## src/rtl/rcyl_pkg.sv

```systemverilog
`default_nettype none
package rcyl_pkg;

    localparam int CORDIC_STEPS = 30;
    localparam int CS_W         = 33;
    localparam int XY_W         = 32;
    localparam int R_W          = 31;
    localparam int LAYER_W      = 8;
    localparam int B_W          = 36;
    localparam int SQ_W         = 62;
    localparam int ROOT_W       = 31;
    localparam int NUM_W        = 37;
    localparam int PRD_W        = 70;
    localparam int DXY_W        = 40;
    localparam int QB           = 34;
    localparam int DEN_W        = 31;

    localparam logic signed [CS_W-1:0] CORDIC_GAIN = 33'sd652032874;

    localparam logic [1:0] ST_OK    = 2'd0;
    localparam logic [1:0] ST_AXIAL = 2'd1;
    localparam logic [1:0] ST_MISS  = 2'd2;
    localparam logic [1:0] ST_SAT   = 2'd3;

    function automatic logic signed [CS_W-1:0] atan_phase(input int idx);
        logic signed [CS_W-1:0] v;
        case (idx)
            0:  v = 33'sh20000000;
            1:  v = 33'sh12E4051E;
            2:  v = 33'sh09FB385B;
            3:  v = 33'sh051111D4;
            4:  v = 33'sh028B0D43;
            5:  v = 33'sh0145D7E1;
            6:  v = 33'sh00A2F61E;
            7:  v = 33'sh00517C55;
            8:  v = 33'sh0028BE53;
            9:  v = 33'sh00145F2F;
            10: v = 33'sh000A2F98;
            11: v = 33'sh000517CC;
            12: v = 33'sh00028BE6;
            13: v = 33'sh000145F3;
            14: v = 33'sh0000A2FA;
            15: v = 33'sh0000517D;
            16: v = 33'sh000028BE;
            17: v = 33'sh0000145F;
            18: v = 33'sh00000A30;
            19: v = 33'sh00000518;
            20: v = 33'sh0000028C;
            21: v = 33'sh00000146;
            22: v = 33'sh000000A3;
            23: v = 33'sh00000051;
            24: v = 33'sh00000029;
            25: v = 33'sh00000014;
            26: v = 33'sh0000000A;
            27: v = 33'sh00000005;
            28: v = 33'sh00000003;
            29: v = 33'sh00000001;
            default: v = '0;
        endcase
        return v;
    endfunction

    typedef struct packed {
        logic signed [XY_W-1:0] x0;
        logic signed [XY_W-1:0] y0;
        logic signed [XY_W-1:0] z0;
        logic [R_W-1:0]         r;
        logic [LAYER_W-1:0]     layer;
        logic                   axial;
        logic [1:0]             qt;
        logic [1:0]             qp;
    } t_cd_side;

    typedef struct packed {
        logic signed [XY_W-1:0] x0;
        logic signed [XY_W-1:0] y0;
        logic signed [XY_W-1:0] z0;
        logic [R_W-1:0]         r;
        logic [LAYER_W-1:0]     layer;
        logic                   axial;
        logic                   miss;
        logic signed [CS_W-1:0] st;
        logic signed [CS_W-1:0] ct;
        logic signed [CS_W-1:0] sp;
        logic signed [CS_W-1:0] cp;
        logic signed [B_W-1:0]  b;
    } t_trk;

    typedef struct packed {
        logic signed [XY_W-1:0]  x0;
        logic signed [XY_W-1:0]  y0;
        logic signed [XY_W-1:0]  z0;
        logic [LAYER_W-1:0]      layer;
        logic                    axial;
        logic                    miss;
        logic                    szero;
        logic                    nneg;
        logic                    over;
        logic signed [DXY_W-1:0] dx;
        logic signed [DXY_W-1:0] dy;
    } t_div_side;

endpackage
`default_nettype wire

```

## src/rtl/rcyl_div_cell.sv

```systemverilog
`default_nettype none
module rcyl_div_cell #(
    parameter int BIT = 0
) (
    input  wire logic                         i_clk,
    input  wire logic [rcyl_pkg::PRD_W-1:0]   i_rem,
    input  wire logic [rcyl_pkg::QB-1:0]      i_q,
    input  wire logic [rcyl_pkg::DEN_W-1:0]   i_d,
    output logic [rcyl_pkg::PRD_W-1:0]        o_rem,
    output logic [rcyl_pkg::QB-1:0]           o_q,
    output logic [rcyl_pkg::DEN_W-1:0]        o_d
);
    import rcyl_pkg::*;

    logic [PRD_W-1:0] r_rem, n_rem;
    logic [QB-1:0]    r_q, n_q;
    logic [DEN_W-1:0] r_d;
    logic [PRD_W-1:0] w_sub;

    assign w_sub = {(PRD_W-DEN_W)'(0), i_d} << BIT;

    always_comb begin
        if (i_rem >= w_sub) begin
            n_rem = i_rem - w_sub;
            n_q   = i_q | (QB'(1) << BIT);
        end else begin
            n_rem = i_rem;
            n_q   = i_q;
        end
    end

    always_ff @(posedge i_clk) begin
        r_rem <= n_rem;
        r_q   <= n_q;
        r_d   <= i_d;
    end

    assign o_rem = r_rem;
    assign o_q   = r_q;
    assign o_d   = r_d;
endmodule
`default_nettype wire
```

## config.mk

```make
export PLATFORM = sky130hd
export DESIGN_NAME = rcyl_div_cell
export DESIGN_NICKNAME = d
export VERILOG_FILES = /design/src/rtl/rcyl_pkg.sv /design/src/rtl/rcyl_div_cell.sv
export SDC_FILE = /design/constraint.sdc
export NUM_CORES = 1
export LEC_CHECK = 0
export BUFFER_PORTS_ARGS = -buffer_cell sky130_fd_sc_hd__buf_2
export CORE_AREA = 2 2 110 133
export CTS_BUF_LIST = sky130_fd_sc_hd__clkbuf_4 sky130_fd_sc_hd__clkbuf_8
export CTS_CLUSTER_SIZE = 28
export DETAILED_ROUTE_END_ITERATION = 7
export DIE_AREA = 0 0 112 135
export PLACE_DENSITY = 0.76
export SYNTH_ARGS = -nofsm -noshare
export SYNTH_HDL_FRONTEND = slang
export SYNTH_SLANG_ARGS = --single-unit
export TNS_END_PERCENT = 5
```

## constraint.sdc

```tcl
create_clock -name i_clk -period 3.35 [get_ports i_clk]
set_input_delay 0 -clock i_clk [delete_from_list [all_inputs] [get_ports i_clk]]
set_output_delay 0 -clock i_clk [all_outputs]
set_load 0.01 [all_outputs]
```

# Word level (Yosys, flattened, before mapping)

Index checks and enable logic that the tools add are counted.

Multiplexer cells: 1
$add $sub $neg: 1
Magnitude comparators: 1

Operators by type and width:

| operator         | count |
|---|---|
| $ge A70 B31 Y1   | 1 |
| $mux W70         | 1 |
| $sub A70 B31 Y70 | 1 |

Bits in registers: 135
Output and inout port bits: 135
Bits of input ports: 136

# Longest topological paths before layout

Gate-level depths: netlist (run 1).

Word-level depth: 2
Gate-level depth with buffers: 14
Mapped depth without buffers: 12

# Least setup slack after synthesis (run 1)

OpenSTA, ideal clock, no wires.

Path type: input port to flip-flop
Start point: in i_rem[0] (netlist bit)
End point: reg r_rem[36] (netlist: o_rem[36])
Data arrival time: 2514 ps
Slack: 718 ps
Stages: 12
Cell sequence: inv_1 ha_1 inv_1 fa_1 a211oi_1 o21ai_0 o211ai_1 a2111oi_0 o21ai_1 a211oi_1 nand3_1 xnor2_1

Longest elaborated chain between the ends: 2
Elaborated cells between the ends (all ways): 3
Those cells by class: 1 x add/sub; 1 x order compare; 1 x mux

RTL lines:

| what                                               | line                                     | text |
|---|---|---|
| start: declaration                                 | rcyl_div_cell.sv:6                       | `input wire logic [rcyl_pkg::PRD_W-1:0] i_rem,` |
| $sub A70 B31 Y70 or $ge A70 B31 Y1 (tied branches) | rcyl_div_cell.sv:24, rcyl_div_cell.sv:23 |  |
| $mux W70 *                                         | rcyl_div_cell.sv:23                      | `if (i_rem >= w_sub) begin` |
| named net n_rem[36]                                | rcyl_div_cell.sv:15                      | `logic [PRD_W-1:0] r_rem, n_rem;` |
| end signal: assignment                             | rcyl_div_cell.sv:33                      | `r_rem <= n_rem;` |
| end: declaration                                   | rcyl_div_cell.sv:15                      |  |

Mark *: on every way through the listed nets, which the timed path passes. The rest lies on a longest branch.
A chain may end at the register's enable or synchronous reset.

# Worst setup path after layout (run 1)

Start point: in i_rem[56] (netlist bit)
End point: reg r_rem[34] (netlist: o_rem[34])

Longest elaborated chain between the ends: 2

RTL lines:

| what                | line |
|---|---|
| $ge A70 B31 Y1      | rcyl_div_cell.sv:23 |
| $mux W70            | rcyl_div_cell.sv:23 |
| named net n_rem[34] | rcyl_div_cell.sv:15 |

The timed path passes the listed nets, and every way through them passes these cells.

==> results of run 1 <==
-- area by class of cell --
type                    count  area, µm²
fillers                   998       4290
multi-input cells         461       3200
repair buffers            417       2820
flip-flops and latches    135       2700
clock buffers              18        248
well taps                 171        214
inverters                  43        161
clock inverters            14        130
-- path summary, 6_finish.rpt --
kind / to / cells after the start
worst min-delay path: o_q[3] / 2
worst max-delay path: o_rem[34] / 11
-- through the flow --
step	cell area, µm²	std cells
4_1_cts	9440	1259
2_1_floorplan	6140	660
6_report	9470	1259
5_1_grt	9470	1259
3_5_place_dp	7700	1091
3_3_place_gp	7700	1091
-- layer usage --
layer / global-route usage (%) / wire length [µm] / up-vias
met3: 6.15 / 1530 / 84
met2: 52.2 / 11500 / 394
met4: 12.8 / 878 / 0
li1: - / - / 3159
met5: 0 / 0 / -
met1: 30.6 / 8240 / 3118
-- registers in the layout, indices dropped and copies added, names as in the netlist --
register,count
o_d,31
o_q,34
o_rem,70
-- layout by cell type, fill, tap and decap left out, drive strengths merged, types with 3 or more instances in the layout --
cell / count
xor2: 19
a31oi: 3
nor4b: 3
o211ai: 3
o21bai: 8
or3: 6
and2: 5
a21oi: 52
clkinv: 3
and3: 7
nand2b: 3
o2111ai: 4
or2: 3
clkbuf: 18
nand3b: 5
nand4: 18
nor3: 16
inv: 52
o21a: 5
ha: 31
a211oi: 6
nand3: 33
nor2: 56
o21ai: 19
nor4: 12
mux2: 9
buf: 281
dlygate4sd3: 136
or4: 3
a21o: 16
xnor2: 45
nand2: 40
dfxtp: 135
nand4b: 3
-- power by group through the flow --
stage | Clock [µW] | Sequential (µW) | Combinational [µW]
floorplan | 0 | 1910 | 408
global placement | 0 | 1830 | 847
detailed placement | 0 | 1830 | 854
CTS | 1320 | 1790 | 985
global route | 1400 | 1810 | 1090
finish | 1310 | 1800 | 1020
-- kinds of logic after synthesis --
logic type,Yosys count
multiplexers,10
adder cells (fa/ha/maj),32
AO/OA/AOI/OAI,136
buffers and inverters,64
XOR/XNOR,64
flip-flops,135
AND/OR/NAND/NOR,219
-- worst max-delay path: cells and delay by family --
kind | cells | cell delay (ns)
XOR/XNOR | 1 | 0.18
buffers and inverters | 4 | 1.52
AO/OA/AOI/OAI | 1 | 0.27
AND/OR/NAND/NOR | 5 | 1.67
-- timing repair --
item | 4_1_cts | 5_1_grt
endpoints found under the setup margin | 0 | 18
hold buffers | 136 | 0
hold endpoints to repair | 135 | 0
gates resized for setup | 0 | 7
==> qor.csv, run 1 <==
stage,metric,value,unit
outcome,status,finished clean,
synthesis,synth_ff_type,dfxtp_1,
hold_path,hold_start,i_q[3],
synthesis,syn_nets,828,
detailed_routing,dr.first_iter.drc_count,561,
synthesis,synthArstFlopShare,0,%
synthesis,seq_area_frac_synth,44.0,%
power,clockPowerShare,31.8,%
timing,worstMarginPinSlew,0.730,ns
synthesis,netlist_area,6140,µm²
synthesis,post-synth-top-area-cell,dfxtp_1,
synthesis,synth-simple-area-share,19.0,%
hold_path,hp-class,input pin to flop,
detailed_routing,antenna_left,0,
die,rows,47,
place,hpwl,14.2,mm
detailed_routing,routedWlPerCell,17.6,µm
setup_path,start_kind,input pin,
synthesis,synth.mux.area_fraction,2.24,%
die,initial_utilization,44.6,%
setup_path,cp_data_required_time,3.70,ns
global_routing,antenna_found_initial,0,
power,internal_power,2810,µW
clocking,clockRootBuffer,clkbuf_8,
detailed_routing,drc,0,
clocking,numCtsBuffers,17,
synthesis,synthAdderAreaFrac,6.64,%
die,die_area,15100,µm²
global_routing,grt_pass1_wl,33.6,mm
power,fin_total_pwr,4130,µW
global_routing,grt_max_degree,27,
run,maxCapViolations,0,
synthesis,synth_xor_area_share,9.13,%
synthesis,synth_area_leaders,"dfxtp_1, xnor2_1, ha_1",
power,ir_worst_vdd,0.336,mV
timing,min_period,3.29,ns
synthesis,syn_inst,660,
synthesis,yosysMostFrequentCell,dfxtp_1,
place,globalplace.congestion,0.925,
detailed_routing,num_vias,6755,
synthesis,syn_avg_cell_area,9.30,µm²
synthesis,synth_top_area_share,44.0,%
setup_path,cp.arrival,3.64,ns
timing,rsz0062_at_grt,no,
setup_path,cp_slowest_cell,dlygate4sd3_1,
power,combPwrFrac,24.7,%
clocking,clkTransAtPathRegs,0.09,ns
final_layout,area.growth.synth_to_final,54.3,%
clocking,clockBufferDepth,2,
power,power_density,436,nW/µm²
place,dp_slack,0.303,ns
timing,relSlewSlack,51.0,%
synthesis,ys_ff_latch,135,
die,core_area,13800,µm²
power,p_leak,0.00444,µW
setup_path,endpoint_kind,flop,
synthesis,yosys_warnings,0,
timing,layout_setup_ws,0.0569,ns
global_routing,grt-ovfl-total,0,
detailed_routing,dr.pass1.iters,7,
final_layout,diodes,0,
final_layout,finish.utilization,68.8,%
timing,fin_crit_sh,98.3,%
synthesis,synth_cell_types,65,
setup_path,path_class,input pin to flop,
clocking,numClockSinks,135,
final_layout,final_nets,1243,
synthesis,yosys-top-cells-count,"dfxtp_1, nor2_1, a21oi_1",
synthesis,synth_top_family_by_area,simple AND/OR/NAND/NOR gates,
detailed_routing,vias_per_cell,5.37,
timing,max_freq,304,MHz
setup_path,path_cells,"dlygate4sd3_1, buf_2, nor4_1, nand2_1, or4_1, a41o_1, nor3b_4, buf_4, nor4b_2, xor2_1, dlygate4sd3_1",
setup_path,path_max_fanout,6,
timing,finalHoldWorstSlack,0.165,ns
timing,finalSetupViolCount,0,
global_routing,grt_pass1_vias,6632,
die,die_h,135,µm
clocking,post-cts-setup-buffers,0,
setup_path,crit_start,i_rem[56],
detailed_routing,routed_wl,22.1,mm
global_routing,grt_usage,28.2,%
power,sw_frac_of_total,32.1,%
setup_path,cpMostUsedCell,dlygate4sd3_1,
power,p_seq_share,43.5,%
synthesis,synth_compound_area_share,14.5,%
die,die_x,112,µm
place,io_buffer_count,270,
timing,finalMaxSlewViolations,0,
clocking,cts_tree,yes,
final_layout,final_layout_size_suffix_gt1_share,31.0,%
die,pin_count,271,
setup_path,slowest_delay,0.61,ns
timing,hold_violations,0,
synthesis,synth_edf_count,0,
timing,setup_tns,0,ns
power,switchingPower,1330,µW
clocking,cts-htree-levels,4,
Note: power is estimated with default switching activity, not from simulation.
==> inputs of run 2 (changes only) <==
CORE_AREA = 2 2 106 128   (was 2 2 110 133)
DIE_AREA = 0 0 108 130   (was 0 0 112 135)
PLACE_DENSITY = 0.81   (was 0.76)
==> run 2 against run 1 <==
Against the previous run: the run now ends with design-rule violations, negative hold slack left; non-clock buffer count unchanged; maximum frequency down 0.76%; highest routed layer unchanged; critical path depth up 2; die area down 7.1%; largest power group unchanged; clock power about the same.
==> qor.csv, run 2 (same netlist as run 1, synthesis figures left out) <==
stage,metric,value,unit,change
timing,max_freq,301,MHz,was 304 MHz
hold_path,holdPathEnd,o_rem[0],,was o_q[3]
timing,worstMarginPinSlew,0.613,ns,was 0.730 ns
timing,relSlewSlack,58.8,%,was 51.0%
detailed_routing,routed_wl,22.7,mm,was 22.1 mm
detailed_routing,antenna_left,0,,unchanged
timing,layout_setup_ws,0.0316,ns,was 0.0569 ns
die,pin_count,271,,unchanged
final_layout,mostFrequentLayoutCells,"buf_2, dlygate4sd3_1, dfxtp_1, nor2_1, a21oi_1",,unchanged
clocking,numClockSinks,135,,unchanged
place,dp_slack,0.331,ns,was 0.303 ns
clocking,clkTransAtPathRegs,0.09,ns,about the same
timing,hold_violations,1,,was 0
setup_path,start_kind,input pin,,unchanged
global_routing,antenna_found_initial,1,,was 0
global_routing,grt_max_degree,23,,was 27
run,maxCapViolations,0,,unchanged
setup_path,slowest_delay,0.62,ns,was 0.61 ns
place,io_buffer_count,270,,unchanged
detailed_routing,topRoutingLayerUsed,met4,,unchanged
place,hpwl,14.0,mm,was 14.2 mm
setup_path,cpMostUsedCell,dlygate4sd3_1,,unchanged
global_routing,grt-ovfl-total,0,,unchanged
global_routing,grt_pass1_vias,6882,,"was 6,632"
final_layout,final_layout_size_suffix_gt1_share,31.5,%,was 31.0%
timing,fin_crit_sh,99.1,%,was 98.3%
timing,finalHoldWorstSlack,-0.167,ns,was 0.165 ns
setup_path,path_cells,"dlygate4sd3_1, buf_2, inv_1, ha_2, nand2_1, or3_1, nor2_2, a41o_1, nor4b_2, nand2_2, nor3_1, xor2_1, dlygate4sd3_1",,"was dlygate4sd3_1, buf_2, nor4_1, nand2_1, or4_1, a41o_1, nor3b_4, buf_4, nor4b_2, xor2_1, dlygate4sd3_1"
clocking,clockRootBuffer,clkbuf_8,,unchanged
timing,finalMaxSlewViolations,0,,unchanged
final_layout,largest_register_ffs,70,,unchanged
detailed_routing,drt-met1-wl,8.13,mm,was 8.24 mm
power,p_leak,0.00442,µW,was 0.00444 µW
die,initial_utilization,47.4,%,was 44.6%
timing,rsz0062_at_grt,yes,,was no
power,power_density,435,nW/µm²,was 436 nW/µm²
die,die_x,108,µm,was 112 µm
clocking,cts_tree,yes,,unchanged
global_routing,grt_usage,31.3,%,was 28.2%
hold_path,hold_start,i_rem[0],,was i_q[3]
setup_path,cp.arrival,3.71,ns,was 3.64 ns
detailed_routing,dr.first_iter.drc_count,578,,was 561
global_routing,grt_pass1_wl,33.7,mm,was 33.6 mm
setup_path,worst-path-buf-inv,4,,unchanged
die,die_h,130,µm,was 135 µm
setup_path,cp_slowest_cell,dlygate4sd3_1,,unchanged
clocking,numCtsBuffers,17,,unchanged
detailed_routing,vias_per_cell,5.40,,was 5.37
setup_path,path_delay_family,simple AND/OR/NAND/NOR gates,,unchanged
setup_path,path_class,input pin to flop,,unchanged
hold_path,hp-class,input pin to flop,,unchanged
timing,finalSetupViolCount,0,,unchanged
final_layout,final_nets,1243,,unchanged
detailed_routing,num_vias,6796,,"was 6,755"
final_layout,area.growth.synth_to_final,54.4,%,was 54.3%
setup_path,endpoint_kind,flop,,unchanged
power,fin_total_pwr,4120,µW,was 4130 µW
place,globalplace.congestion,0.893,,was 0.925
outcome,status,finished with violations,,was finished clean
hold_path,hold_path_depth,3,,was 2
detailed_routing,drc,1,,was 0
clocking,clockBufferDepth,2,,unchanged
setup_path,cp_data_required_time,3.74,ns,was 3.70 ns
final_layout,layout_commonest_cell,buf_2,,unchanged
final_layout,nFillCells,899,,was 998
setup_path,path_max_fanout,9,,was 6
detailed_routing,met3_wirelength,1.66,mm,was 1.53 mm
clocking,cts-htree-levels,4,,unchanged
detailed_routing,dr.pass1.iters,8,,was 7
die,core_area,12900,µm²,"was 13,800 µm²"
final_layout,stdcell_area,9480,µm²,was 9470 µm²
detailed_routing,route.met2.wl,11.7,mm,was 11.5 mm
outcome,violations,"design-rule violations, negative hold slack",,
power,ir_worst_vdd,0.273,mV,was 0.336 mV
place,placed_area,7670,µm²,was 7700 µm²
detailed_routing,routedWlPerCell,18.0,µm,was 17.6 µm
timing,min_period,3.32,ns,was 3.29 ns
die,rows,46,,was 47
die,die_area,14000,µm²,"was 15,100 µm²"
clocking,postCtsHoldBufs,137,,was 136
==> run 2: what timing repair did <==
item	in CTS	in global routing
gates resized for setup	0	18
setup endpoints to repair	0	36
buffers inserted	0	0
endpoints found under the hold margin	135	1
==> run 2: how the worst max path moves through the flow <==
stage	from	to	depth (start not counted)
final	i_d[20]	o_rem[56]	13
after global routing	i_d[20]	o_rem[56]	13
after CTS	i_d[0]	o_rem[35]	15
after detailed placement	i_rem[0]	o_rem[49]	14
after global placement	i_rem[0]	o_rem[49]	14
after floorplan	i_rem[0]	o_rem[36]	12
==> run 2: power breakdown <==
part	internal [µW]	total, µW	leakage, µW	switching, µW
Sequential	1760	1800	0.00114	40.0
Clock	538	1290	0.000183	748
Combinational	492	1040	0.00309	545
==> run 2: per-stage QoR <==
step / cells / setup TNS [ns] / util (%)
after floorplan: 660 / 0 / -
after global placement: 1087 / 0 / 59.2
after detailed placement: 1087 / 0 / 59.2
after CTS: 1256 / 0 / 72.6
after global routing: 1257 / -0.0771 / 73.1
final: 1258 / 0 / 73.2
==> run 2: area by class of cell <==
| cell class | count | area [µm²] | area share, % |
|---|---|---|---|
| sequential | 135 | 2700 | 28.5 |
| timing repair buffer | 417 | 2800 | 29.5 |
| inverter | 43 | 161 | 1.70 |
| clock inverter | 15 | 135 | 1.43 |
| antenna | 2 | 5.00 | 0.0528 |
| clock buffer | 17 | 234 | 2.47 |
| multi-input combinational | 461 | 3230 | 34.1 |
| tap | 168 | 210 | 2.22 |
==> run 2: layer usage <==
metal | track usage [%] | up-vias
met5 | 0 | -
met4 | 20.9 | 0
met3 | 7.44 | 110
met2 | 56.4 | 410
met1 | 32.0 | 3110
li1 | - | 3166
==> inputs of run 3 (changes only) <==
clock period = 3.64 ns   (was 3.35 ns; I/O delays follow)
==> run 3 against run 2 <==
Against the previous run: the run now ends clean; routed wire length increased by 8.2%; critical path depth shrank 1; sequential power shrank 8%; clock power decreased by 8%; global-route usage grew 4.0 points; final cell count rose by 1.2%; non-clock buffer count increased by 12; total power down 7.3%; via count grew 3.7%; core utilization is 0.82 points higher; critical path type unchanged; largest cell class unchanged.
==> qor.csv, run 3 (same netlist as run 1, synthesis figures left out) <==
stage,metric,value,unit,change
outcome,status,finished clean,,was finished with violations
clocking,numClockSinks,135,,unchanged
final_layout,layout_commonest_cell,buf_2,,unchanged
global_routing,grt_usage,35.2,%,was 31.3%
clocking,cts_tree,yes,,unchanged
clocking,clkTransAtPathRegs,0.10,ns,was 0.09 ns
place,globalplace.congestion,0.942,,was 0.893
power,power_density,398,nW/µm²,was 435 nW/µm²
setup_path,endpoint,o_rem[69],,was o_rem[56]
die,die_area,14000,µm²,unchanged
setup_path,crit_start,i_rem[50],,was i_d[20]
timing,hold_violations,0,,was 1
global_routing,grt_pass1_wl,37.1,mm,was 33.7 mm
power,ir_worst_vdd,0.295,mV,was 0.273 mV
timing,fin_crit_sh,98.1,%,
detailed_routing,num_vias,7049,,"was 6,796"
power,p_leak,0.00446,µW,was 0.00442 µW
clocking,clockBufferDepth,2,,unchanged
die,die_x,108,µm,unchanged
global_routing,grt-ovfl-total,0,,unchanged
timing,worstMarginPinSlew,0.757,ns,was 0.613 ns
timing,setup_tns,0,ns,unchanged
detailed_routing,dr.first_iter.drc_count,529,,was 578
setup_path,path_delay_family,simple AND/OR/NAND/NOR gates,,unchanged
final_layout,area.growth.synth_to_final,56.1,%,was 54.4%
setup_path,cpMostUsedCell,dlygate4sd3_1,,unchanged
timing,finalSetupViolCount,0,,unchanged
setup_path,path_max_fanout,12,,was 9
setup_path,cp_data_required_time,4.05,ns,was 3.74 ns
timing,max_freq,280,MHz,
clocking,clockRootBuffer,clkbuf_8,,unchanged
final_layout,final_nets,1255,,"was 1,243"
timing,relSlewSlack,49.2,%,was 58.8%
global_routing,grt_max_degree,32,,was 23
die,rows,46,,unchanged
clocking,post-cts-setup-buffers,0,,unchanged
setup_path,cp.arrival,3.98,ns,was 3.71 ns
global_routing,grt_pass1_vias,7227,,"was 6,882"
timing,rsz0062_at_grt,yes,,unchanged
place,io_buffer_count,270,,unchanged
die,pin_count,271,,unchanged
detailed_routing,routedWlPerCell,19.3,µm,was 18.0 µm
setup_path,endpoint_kind,flop,,unchanged
die,initial_utilization,47.4,%,unchanged
final_layout,mostFrequentLayoutCells,"buf_2, dlygate4sd3_1, dfxtp_1, nor2_1, a21oi_1",,unchanged
setup_path,crit_cells,12,,was 13
place,dp_slack,0.391,ns,was 0.331 ns
final_layout,fin_cells,1273,,"was 1,258"
final_layout,finish.utilization,74.0,%,was 73.2%
timing,min_period,3.57,ns,
final_layout,final_layout_size_suffix_gt1_share,30.8,%,was 31.5%
timing,layout_setup_ws,0.0689,ns,was 0.0316 ns
setup_path,slowest_delay,0.59,ns,was 0.62 ns
global_routing,antenna_found_initial,6,,was 1
place,hpwl,14.1,mm,was 14.0 mm
setup_path,path_cells,"dlygate4sd3_1, buf_2, nor4_2, nand4b_4, or4_1, a41o_1, nor3b_4, a211oi_4, buf_6, nand3_1, xnor2_1, dlygate4sd3_1",,"was dlygate4sd3_1, buf_2, inv_1, ha_2, nand2_1, or3_1, nor2_2, a41o_1, nor4b_2, nand2_2, nor3_1, xor2_1, dlygate4sd3_1"
detailed_routing,antenna_left,0,,unchanged
detailed_routing,routed_wl,24.6,mm,was 22.7 mm
setup_path,start_kind,input pin,,unchanged
timing,finalMaxSlewViolations,0,,unchanged
setup_path,cp_slowest_cell,dlygate4sd3_1,,unchanged
place,placed_cells,1087,,unchanged
hold_path,hp-class,input pin to flop,,unchanged
clocking,numCtsBuffers,17,,unchanged
detailed_routing,dr.pass1.iters,7,,was 8
final_layout,largest_register_ffs,70,,unchanged
power,fin_total_pwr,3820,µW,was 4120 µW
die,die_h,130,µm,unchanged
die,core_area,12900,µm²,unchanged
detailed_routing,vias_per_cell,5.54,,was 5.40
detailed_routing,drc,0,,was 1
setup_path,path_class,input pin to flop,,unchanged
run,maxCapViolations,0,,unchanged
clocking,cts-htree-levels,4,,unchanged
setup_path,worst-path-buf-inv,4,,unchanged
-- run 3: changes by cell type in the layout (fill, tap and decap cells not counted), sizes merged --
cell         change
diode            +3
inv              +1
dlygate4sd3     +12
clkinv           -1
-- run 3: final cells by class --
type	count	area [µm²]
Antenna cell	5	12.5
Multi-Input combinational cell	461	3210
Clock inverter	15	133
Inverter	43	161
Fill cell	852	3370
Sequential cell	135	2700
Clock buffer	17	234
Tap cell	168	210
Timing Repair Buffer	429	2920
-- run 3: repair_timing --
action / CTS / global route
hold buffers: 149 / 0
hold endpoints to repair: 135 / 0
gates resized for setup: 0 / 11
setup endpoints to repair: 0 / 22
-- run 3: how the worst min path moves through the flow --
| stage | from | end | slack (ns) | depth (start not counted) |
|---|---|---|---|---|
| 6_report | i_q[8] | o_q[8] | 0.16 | 2 |
| 2_1_floorplan | i_d[0] | o_d[0] | 0.03 | 0 |
| 3_5_place_dp | i_q[14] | o_q[14] | 0.10 | 1 |
| 3_3_place_gp | i_q[5] | o_q[5] | 0.10 | 1 |
| 4_1_cts | i_q[9] | o_q[9] | 0.14 | 2 |
| 5_1_grt | i_q[27] | o_q[27] | 0.15 | 2 |
-- run 3: per-stage QoR --
stage / hold slack [ns] / instance area, µm²
2_1_floorplan: 0.0277 / 6140
3_3_place_gp: 0.102 / 7670
3_5_place_dp: 0.104 / 7670
4_1_cts: 0.139 / 9520
5_1_grt: 0.150 / 9570
6_report: 0.156 / 9580
-- run 3: power breakdown --
group | internal [µW] | switching, µW | leakage [µW]
clock network | 496 | 693 | 0.000184
logic | 458 | 506 | 0.00314
registers | 1620 | 45.5 | 0.00114
-- run 3: metal layers --
metal | track usage (%) | up-vias | part of all wire (%)
met5 | 0 | - | 0.10
met4 | 27.0 | 4 | 8.1
met3 | 14.8 | 187 | 9.7
met2 | 59.9 | 487 | 49
met1 | 33.7 | 3184 | 33
li1 | - | 3187 | -
